--- src/hw/rtl/sha_pkg.sv ---
// SHA-256 engine package: round constants, initial hash values, the sigma
// functions and the command/status structs between controller and datapath.
// No dependencies.
package sha_pkg;

  localparam int unsigned WordW   = 32;
  localparam int unsigned Words   = 8;
  localparam int unsigned Rounds  = 64;
  localparam int unsigned BlockW  = 512;

  // byte source for the block shift register
  localparam logic [1:0] SRC_DATA = 2'd0;
  localparam logic [1:0] SRC_PAD  = 2'd1;
  localparam logic [1:0] SRC_ZERO = 2'd2;
  localparam logic [1:0] SRC_LEN  = 2'd3;

  localparam logic [7:0] PAD_BYTE = 8'h80;

  localparam logic [WordW-1:0] IV [Words] = '{
    32'h6a09e667, 32'hbb67ae85, 32'h3c6ef372, 32'ha54ff53a,
    32'h510e527f, 32'h9b05688c, 32'h1f83d9ab, 32'h5be0cd19
  };

  localparam logic [WordW-1:0] K [Rounds] = '{
    32'h428a2f98, 32'h71374491, 32'hb5c0fbcf, 32'he9b5dba5,
    32'h3956c25b, 32'h59f111f1, 32'h923f82a4, 32'hab1c5ed5,
    32'hd807aa98, 32'h12835b01, 32'h243185be, 32'h550c7dc3,
    32'h72be5d74, 32'h80deb1fe, 32'h9bdc06a7, 32'hc19bf174,
    32'he49b69c1, 32'hefbe4786, 32'h0fc19dc6, 32'h240ca1cc,
    32'h2de92c6f, 32'h4a7484aa, 32'h5cb0a9dc, 32'h76f988da,
    32'h983e5152, 32'ha831c66d, 32'hb00327c8, 32'hbf597fc7,
    32'hc6e00bf3, 32'hd5a79147, 32'h06ca6351, 32'h14292967,
    32'h27b70a85, 32'h2e1b2138, 32'h4d2c6dfc, 32'h53380d13,
    32'h650a7354, 32'h766a0abb, 32'h81c2c92e, 32'h92722c85,
    32'ha2bfe8a1, 32'ha81a664b, 32'hc24b8b70, 32'hc76c51a3,
    32'hd192e819, 32'hd6990624, 32'hf40e3585, 32'h106aa070,
    32'h19a4c116, 32'h1e376c08, 32'h2748774c, 32'h34b0bcb5,
    32'h391c0cb3, 32'h4ed8aa4a, 32'h5b9cca4f, 32'h682e6ff3,
    32'h748f82ee, 32'h78a5636f, 32'h84c87814, 32'h8cc70208,
    32'h90befffa, 32'ha4506ceb, 32'hbef9a3f7, 32'hc67178f2
  };

  typedef struct packed {
    logic       shift_en;   // shift one byte into the block register
    logic [1:0] shift_src;
    logic       count_bits; // add 8 to the message bit count
    logic       load_vars;  // copy chain words into the working variables
    logic       round_en;
    logic       add_chain;
    logic       out_advance;
    logic       reinit;     // back to initial hash, zero fill and count
  } cmd_t;

  typedef struct packed {
    logic fill_last;   // fill is 63: next shift completes a block
    logic fill_pad;    // fill is 55: next shift reaches the length field
    logic round_last;
    logic word_last;
  } stat_t;

  function automatic logic [WordW-1:0] big_sigma0(input logic [WordW-1:0] x);
    big_sigma0 = {x[1:0], x[31:2]} ^ {x[12:0], x[31:13]} ^ {x[21:0], x[31:22]};
  endfunction

  function automatic logic [WordW-1:0] big_sigma1(input logic [WordW-1:0] x);
    big_sigma1 = {x[5:0], x[31:6]} ^ {x[10:0], x[31:11]} ^ {x[24:0], x[31:25]};
  endfunction

  function automatic logic [WordW-1:0] small_sigma0(input logic [WordW-1:0] x);
    small_sigma0 = {x[6:0], x[31:7]} ^ {x[17:0], x[31:18]} ^ {3'b000, x[31:3]};
  endfunction

  function automatic logic [WordW-1:0] small_sigma1(input logic [WordW-1:0] x);
    small_sigma1 = {x[16:0], x[31:17]} ^ {x[18:0], x[31:19]} ^ {10'd0, x[31:10]};
  endfunction

endpackage

--- src/hw/rtl/sha_dpath.sv ---
// SHA-256 datapath: block shift register doubling as the message schedule
// window, working variables, chain words, fill and bit counters.
// Depends on sha_pkg.
module sha_dpath (
  input  logic                clk,
  input  logic                rst,
  input  sha_pkg::cmd_t       cmd,
  input  logic [7:0]          data_byte,
  output sha_pkg::stat_t      stat,
  output logic [31:0]         digest_word,
  output logic [2:0]          word_index
);
  import sha_pkg::*;

  logic [BlockW-1:0] win;
  logic [WordW-1:0]  v [Words];
  logic [WordW-1:0]  chain [Words];
  logic [5:0]        fill;
  logic [63:0]       bit_count;
  logic [5:0]        rnd;
  logic [2:0]        out_idx;

  logic [7:0]        byte_in;
  logic [WordW-1:0]  w_cur;
  logic [WordW-1:0]  w_new;
  logic [WordW-1:0]  t1;
  logic [WordW-1:0]  t2;
  logic [WordW-1:0]  ch;
  logic [WordW-1:0]  maj;

  always_comb begin
    case (cmd.shift_src)
      SRC_DATA: byte_in = data_byte;
      SRC_PAD:  byte_in = PAD_BYTE;
      SRC_ZERO: byte_in = 8'd0;
      SRC_LEN:  byte_in = 8'(bit_count >> {~fill[2:0], 3'b000});
      default:  byte_in = 8'd0;
    endcase
  end

  // window word j holds w[t+j]; word 0 sits at the top of the register
  assign w_cur = win[511:480];
  assign w_new = w_cur + small_sigma0(win[479:448]) + win[223:192]
               + small_sigma1(win[63:32]);

  assign ch  = (v[4] & v[5]) ^ (~v[4] & v[6]);
  assign maj = (v[0] & v[1]) ^ (v[0] & v[2]) ^ (v[1] & v[2]);
  assign t1  = v[7] + big_sigma1(v[4]) + ch + K[rnd] + w_cur;
  assign t2  = big_sigma0(v[0]) + maj;

  always_ff @(posedge clk) begin
    if (cmd.shift_en) begin
      win <= {win[BlockW-9:0], byte_in};
    end else if (cmd.round_en) begin
      win <= {win[BlockW-33:0], w_new};
    end
    if (cmd.load_vars) begin
      v <= chain;
    end else if (cmd.round_en) begin
      v[7] <= v[6];
      v[6] <= v[5];
      v[5] <= v[4];
      v[4] <= v[3] + t1;
      v[3] <= v[2];
      v[2] <= v[1];
      v[1] <= v[0];
      v[0] <= t1 + t2;
    end
  end

  always_ff @(posedge clk) begin
    if (rst || cmd.reinit) begin
      chain     <= IV;
      fill      <= 6'd0;
      bit_count <= 64'd0;
      out_idx   <= 3'd0;
    end else begin
      if (cmd.add_chain) begin
        for (int i = 0; i < Words; i++) begin
          chain[i] <= chain[i] + v[i];
        end
      end
      if (cmd.shift_en) begin
        fill <= fill + 6'd1;
      end
      if (cmd.count_bits) begin
        bit_count <= bit_count + 64'd8;
      end
      if (cmd.out_advance) begin
        out_idx <= out_idx + 3'd1;
      end
    end
  end

  always_ff @(posedge clk) begin
    if (rst || cmd.load_vars) begin
      rnd <= 6'd0;
    end else if (cmd.round_en) begin
      rnd <= rnd + 6'd1;
    end
  end

  assign stat.fill_last  = (fill == 6'd63);
  assign stat.fill_pad   = (fill == 6'd55);
  assign stat.round_last = (rnd == 6'd63);
  assign stat.word_last  = (out_idx == 3'd7);

  assign digest_word = chain[out_idx];
  assign word_index  = out_idx;

endmodule

--- src/hw/rtl/sha_ctrl.sv ---
// SHA-256 controller: byte intake, padding sequence, compression rounds and
// digest readout. Depends on sha_pkg.
module sha_ctrl (
  input  logic           clk,
  input  logic           rst,
  input  logic           in_valid,
  output logic           in_ready,
  input  logic           byte_present,
  input  logic           message_end,
  output logic           out_valid,
  input  logic           out_ready,
  input  sha_pkg::stat_t stat,
  output sha_pkg::cmd_t  cmd
);
  import sha_pkg::*;

  localparam logic [2:0] S_IDLE  = 3'd0;
  localparam logic [2:0] S_PAD   = 3'd1;
  localparam logic [2:0] S_ZERO  = 3'd2;
  localparam logic [2:0] S_LEN   = 3'd3;
  localparam logic [2:0] S_LOAD  = 3'd4;
  localparam logic [2:0] S_ROUND = 3'd5;
  localparam logic [2:0] S_ADD   = 3'd6;
  localparam logic [2:0] S_OUT   = 3'd7;

  logic [2:0] state;
  logic [2:0] state_next;
  logic [2:0] after;       // where to go once the running compression ends
  logic [2:0] after_next;

  always_ff @(posedge clk) begin
    if (rst) begin
      state <= S_IDLE;
      after <= S_IDLE;
    end else begin
      state <= state_next;
      after <= after_next;
    end
  end

  assign in_ready  = (state == S_IDLE);
  assign out_valid = (state == S_OUT);

  always_comb begin
    cmd        = '0;
    state_next = state;
    after_next = after;
    case (state)
      S_IDLE: begin
        if (in_valid) begin
          if (byte_present) begin
            cmd.shift_en   = 1'b1;
            cmd.shift_src  = SRC_DATA;
            cmd.count_bits = 1'b1;
          end
          if (byte_present && stat.fill_last) begin
            state_next = S_LOAD;
            after_next = message_end ? S_PAD : S_IDLE;
          end else if (message_end) begin
            state_next = S_PAD;
          end
        end
      end
      S_PAD: begin
        cmd.shift_en  = 1'b1;
        cmd.shift_src = SRC_PAD;
        if (stat.fill_last) begin
          state_next = S_LOAD;
          after_next = S_ZERO;
        end else if (stat.fill_pad) begin
          state_next = S_LEN;
        end else begin
          state_next = S_ZERO;
        end
      end
      S_ZERO: begin
        cmd.shift_en  = 1'b1;
        cmd.shift_src = SRC_ZERO;
        if (stat.fill_last) begin
          state_next = S_LOAD;
          after_next = S_ZERO;
        end else if (stat.fill_pad) begin
          state_next = S_LEN;
        end
      end
      S_LEN: begin
        cmd.shift_en  = 1'b1;
        cmd.shift_src = SRC_LEN;
        if (stat.fill_last) begin
          state_next = S_LOAD;
          after_next = S_OUT;
        end
      end
      S_LOAD: begin
        cmd.load_vars = 1'b1;
        state_next    = S_ROUND;
      end
      S_ROUND: begin
        cmd.round_en = 1'b1;
        if (stat.round_last) begin
          state_next = S_ADD;
        end
      end
      S_ADD: begin
        cmd.add_chain = 1'b1;
        state_next    = after;
      end
      S_OUT: begin
        if (out_ready) begin
          cmd.out_advance = 1'b1;
          if (stat.word_last) begin
            cmd.reinit = 1'b1;
            state_next = S_IDLE;
          end
        end
      end
      default: begin
        state_next = S_IDLE;
      end
    endcase
  end

endmodule

--- src/hw/rtl/sha256_hash_engine_core.sv ---
// SHA-256 hash engine top level: controller plus datapath.
// Depends on sha_pkg, sha_ctrl and sha_dpath.
//
// Usage: feed a message one item at a time on the input channel. An item
// with byte_present high appends data_byte; an item with message_end high
// closes the message after its byte (an end mark alone is fine, also for
// the empty message). After the end mark the engine pads the block and
// emits eight 32-bit digest words, word_index 0 (most significant) first,
// last_word high on the eighth, then returns to the initial hash state.
// Throughput: one byte item per cycle while a block fills; every full
// block then goes through compression (one load, 64 rounds at one round
// per cycle, one chain update).
// Finalization shifts in padding and length at one byte per cycle with
// one or two compressions, then the digest words follow.
// in_ready is low while the engine pads, compresses or shows the digest.
// A stalled receiver simply holds the current word; nothing is dropped.
// Reset (synchronous) restores the initial hash, zero fill and bit count.
module sha256_hash_engine_core (
  input  logic        clk,
  input  logic        rst,
  input  logic        in_valid,
  output logic        in_ready,
  input  logic [7:0]  data_byte,
  input  logic        byte_present,
  input  logic        message_end,
  output logic        out_valid,
  input  logic        out_ready,
  output logic [31:0] digest_word,
  output logic [2:0]  word_index,
  output logic        last_word
);
  import sha_pkg::*;

  cmd_t  cmd;
  stat_t stat;

  sha_ctrl u_ctrl (
    .clk          (clk),
    .rst          (rst),
    .in_valid     (in_valid),
    .in_ready     (in_ready),
    .byte_present (byte_present),
    .message_end  (message_end),
    .out_valid    (out_valid),
    .out_ready    (out_ready),
    .stat         (stat),
    .cmd          (cmd)
  );

  sha_dpath u_dpath (
    .clk         (clk),
    .rst         (rst),
    .cmd         (cmd),
    .data_byte   (data_byte),
    .stat        (stat),
    .digest_word (digest_word),
    .word_index  (word_index)
  );

  assign last_word = stat.word_last;

  a_no_overlap: assert property (@(posedge clk) disable iff (rst)
    !(in_ready && out_valid))
    else $error("input and output channels active together");

  a_back_to_idle: assert property (@(posedge clk) disable iff (rst)
    out_valid && out_ready && last_word |=> in_ready)
    else $error("engine not idle after last digest word");

  a_word_order: assert property (@(posedge clk) disable iff (rst)
    out_valid && out_ready && !last_word |=>
      out_valid && (word_index == $past(word_index) + 3'd1))
    else $error("digest words out of order");

endmodule
--- config.mk ---
export PLATFORM = sky130hd
export DESIGN_NAME = sha256_hash_engine_core
export DESIGN_NICKNAME = d
export VERILOG_FILES = /design/src/hw/rtl/sha_pkg.sv /design/src/hw/rtl/sha_dpath.sv /design/src/hw/rtl/sha_ctrl.sv /design/src/hw/rtl/sha256_hash_engine_core.sv
export SDC_FILE = /design/constraint.sdc
export NUM_CORES = 2
export LEC_CHECK = 0
export ABC_AREA = 0
export BUFFER_PORTS_ARGS = -buffer_cell sky130_fd_sc_hd__buf_4
export CELL_PAD_IN_SITES_DETAIL_PLACEMENT = 1
export CELL_PAD_IN_SITES_GLOBAL_PLACEMENT = 1
export CORE_ASPECT_RATIO = 0.9
export CORE_MARGIN = 1.5
export CORE_UTILIZATION = 45
export DETAILED_ROUTE_END_ITERATION = 16
export GPL_ROUTABILITY_DRIVEN = 0
export GPL_TIMING_DRIVEN = 0
export PLACE_DENSITY = 0.81
export SLEW_MARGIN = 10
export SYNTH_ARGS = -nofsm -noshare
export SYNTH_HDL_FRONTEND = slang
export SYNTH_SLANG_ARGS = --single-unit
--- constraint.sdc ---
create_clock -name clk -period 18.27 [get_ports clk]
set_input_delay 1.827 -clock clk [delete_from_list [all_inputs] [get_ports clk]]
set_output_delay 1.827 -clock clk [all_outputs]
set_load 0.01 [all_outputs]
==> impl_metrics.py <==
metrics = {
    "power_and_ir_drop": {
        "power_frac_seq_pct": 29.7,
        "p_int_mw": 6.804,
        "share_comb_of_total_power_pct": 47.7,
        "clkPwrFrac_pct": 22.6,
        "power_mw": 11.87,
        "switching_share_pct": 42.67,
        "ir_worst_vdd_v": 0.0002291,
        "p_leak_nw": 33.52,
        "p_sw_mw": 5.065,
        "cellPowerDensity_mw_per_mm2": 145.4,
    },
    "clock_network": {
        "h-tree-depth": 4,
        "cts_tree": "yes",
        "cts-root-buf": "clkbuf_16",
        "cts_made_buffers": 132,
        "numClockSinks": 1106,
        "clk_path_buf_depth": 3,
        "cts.clk_slew.worst_paths_ns": 0.06,
        "post_cts_buffers": 0,
        "clock_latency_ns": 0.81,
        "hold_buffers": 0,
        "post_cts_resized": 0,
    },
    "grt": {
        "grtUsageTotal_pct": 36.67,
        "grt_start_max_net_pins": 78,
        "overflow": 0,
        "grt_pass1_wl_um": 454600,
        "antenna_found_initial": 29,
        "grt_pass1_vias": 69340,
    },
    "logic_synthesis": {
        "syn_nets": 8906,
        "ys_top_cells_by_area": "edfxtp_1, nand2_1, dfxtp_1",
        "synth-main-ff-cell": "edfxtp_1",
        "yosys.area.top_type": "edfxtp_1",
        "synth_seq_cells": 1106,
        "syn-cell-area_sq_mm": 0.07391,
        "synth_cell_types": 88,
        "yosys_warnings": 0,
        "netlist_instances": 8301,
        "syn_avg_cell_area_sq_um": 8.903,
        "yosysSeqAreaShare_pct": 40.36,
        "synth_edf_count": 768,
        "yosysTopAreaCellShare_pct": 31.20,
        "synthArstFlopShare_pct": 0,
    },
    "floorplanning": {
        "fp.coreArea_sq_mm": 0.1624,
        "die_area_sq_mm": 0.1667,
        "initial_utilization_pct": 45.51,
        "die_h_um": 387.5,
        "row_count": 140,
        "ioPinCount": 52,
        "die_width_um": 430.2,
    },
    "placement": {
        "dp_hpwl_um": 237300,
        "dpl-instance-area_sq_mm": 0.07736,
        "io_buffers": 51,
        "place_inst": 10500,
    },
    "drt": {
        "routed_via_density": 6.354,
        "dr.pass1.iters": 15,
        "drt-initial-drc-count": 9055,
        "routed-via-count": 68330,
        "drc": 0,
        "drt-wirelength-per-cell_um": 29.00,
        "wl_um": 311900,
        "final_antenna_net_count": 0,
    },
    "critical_path": {
        "critPathMaxFanout": 13,
        "slowest_stage": "a21oi_1",
        "critPathMostFrequentCell": "a21oi_1",
        "reg2reg_depth": 40,
        "cp.required_ns": 18.78,
        "slowest_delay_ns": 0.75,
        "arrival_ns": 12.57,
        "end_kind": "flip-flop",
        "start_kind": "flip-flop",
        "worstSetupPathType": "flip-flop to flip-flop",
    },
    "outcome": {
        "violations": "max-capacitance violations",
        "status": "complete, but fails checks",
    },
    "timing": {
        "finClkSkew_ns": 0.04414,
        "min_period_over_period_pct": 66.03,
        "fmax_mhz": 82.90,
        "setup_viol": 0,
        "final.setup.tns_ns": 0,
        "finalCriticalPeriod_ns": 12.06,
        "drv_slew": 0,
        "finalHoldViolations": 0,
        "maxSlewHeadroom_pct": 0.6659,
        "worst_pin_slew_ns": 1.490,
        "rsz0062_at_grt": "no",
    },
    "finish": {
        "final_util_pct": 50.28,
        "final_common_cell": "nand2_1",
        "drive_above_1_share_pct": 5.403,
        "most-common-layout-cells": "nand2_1, edfxtp_1, a21oi_1, clkbuf_1, xnor2_1",
        "final_cells": 10750,
        "synthToLayoutAreaGrowth_pct": 10.46,
        "design.final.nets": 9107,
        "design_area_sq_mm": 0.08164,
    },
    "run": {
        "drv_cap": 1,
    },
    "worst_hold_path": {
        "whs_path_depth": 2,
        "hp-class": "flip-flop to flip-flop",
    },
}
==> worst max-delay path: cells and delay by family (launching register included) <==
| kind | cells | cell delay [ns] |
|---|---|---|
| AO/OA/AOI/OAI | 16 | 3.70 |
| XOR/XNOR | 2 | 0.76 |
| adder cells (fa/ha/maj) | 8 | 3.52 |
| buffers and inverters | 7 | 2.00 |
| flip-flops | 1 | 0.50 |
| AND/OR/NAND/NOR | 7 | 1.26 |
==> layout make-up <==
| type | instances | area, sq um |
|---|---|---|
| sequential | 1106 | 29830 |
| fill | 18880 | 80740 |
| inverter | 261 | 987.2 |
| clock inverter | 70 | 728.2 |
| buffer | 480 | 1827 |
| clock buffer | 168 | 3488 |
| timing repair buffer | 67 | 763.2 |
| antenna | 18 | 45.04 |
| multi-input combinational | 6454 | 41310 |
| tap | 2130 | 2665 |
==> state kept, by name (all words and copies together), names as in the netlist <==
name                flops
u_ctrl.after            3
u_ctrl.state            3
u_dpath.bit_count      61
u_dpath.chain         256
u_dpath.fill            6
u_dpath.rnd             6
u_dpath.v             256
u_dpath.win           512
u_dpath.word_index      3
==> per-stage QoR <==
stage / setup WS, ns / hold WS [ns]
6_report: 6.207 / 0.5008
5_1_grt: 5.813 / 0.5203
4_1_cts: 6.770 / 0.5011
3_5_place_dp: 6.831 / 0.4870
3_3_place_gp: -8.733 / 0.4448
2_1_floorplan: 0.1686 / 0.4368
==> power by group through the flow <==
stage / Clock [mW] / Sequential [mW] / Combinational, mW
after floorplan: 0 / 3.55 / 3.60
after global placement: 0 / 3.71 / 5.00
after detailed placement: 0 / 3.56 / 5.35
after CTS: 2.68 / 3.52 / 5.42
after global routing: 2.76 / 3.55 / 6.01
final: 2.68 / 3.53 / 5.66
==> metal layers <==
metal | wire (um) | part of all wire [%] | up-vias | track usage [%]
met1 | 119500 | 38 | 33850 | 47.85
met2 | 127800 | 41 | 4362 | 52.53
met5 | 261 | 0.084 | - | 0.4889
met3 | 41800 | 13 | 1153 | 12.16
li1 | - | - | 28950 | -
met4 | 22570 | 7.2 | 24 | 22.02
==> cell families after synthesis <==
kind of cell	count (synthesis)	synth area share, %
buf+inv	741	3.767
xor+xnor	607	7.193
compound gates	1607	13.41
fa+ha+maj	617	12.34
flops	1106	40.36
mux	168	3.809
simple gates	3455	19.13
==> synth_stat cells (13+ instances only) <==
cell,number
nand2_1,2533
edfxtp_1,768
a21oi_1,554
clkbuf_1,440
xnor2_1,429
ha_1,396
nor2_1,394
o21ai_0,364
dfxtp_1,338
inv_1,256
fa_1,195
a21o_1,189
xor2_1,178
nand3_1,99
nor3_1,96
o211ai_1,92
mux4_2,85
nand2b_1,64
nor2b_1,62
mux2_2,56
o21a_1,50
a211oi_1,49
a31oi_1,48
o21bai_1,47
and3_1,46
or3_1,42
buf_1,38
nand4_1,31
mux2i_1,27
maj3_1,26
and2_1,22
o31ai_1,22
a21boi_0,16
or2_2,16
o311ai_0,14
a221oi_1,13
o21ai_1,13
==> final timing paths <==
check | slack [ns] | to | from
setup / recovery | 6.21 | u_dpath.v[254] | u_dpath.rnd[0]
hold / removal | 0.50 | u_ctrl.after[2] | u_ctrl.after[2]
setup reg to reg | 6.21 | u_dpath.v[254] | u_dpath.rnd[0]
hold reg to reg | 0.50 | u_ctrl.after[2] | u_ctrl.after[2]
No activity file was read; power rests on OpenSTA's default activity.
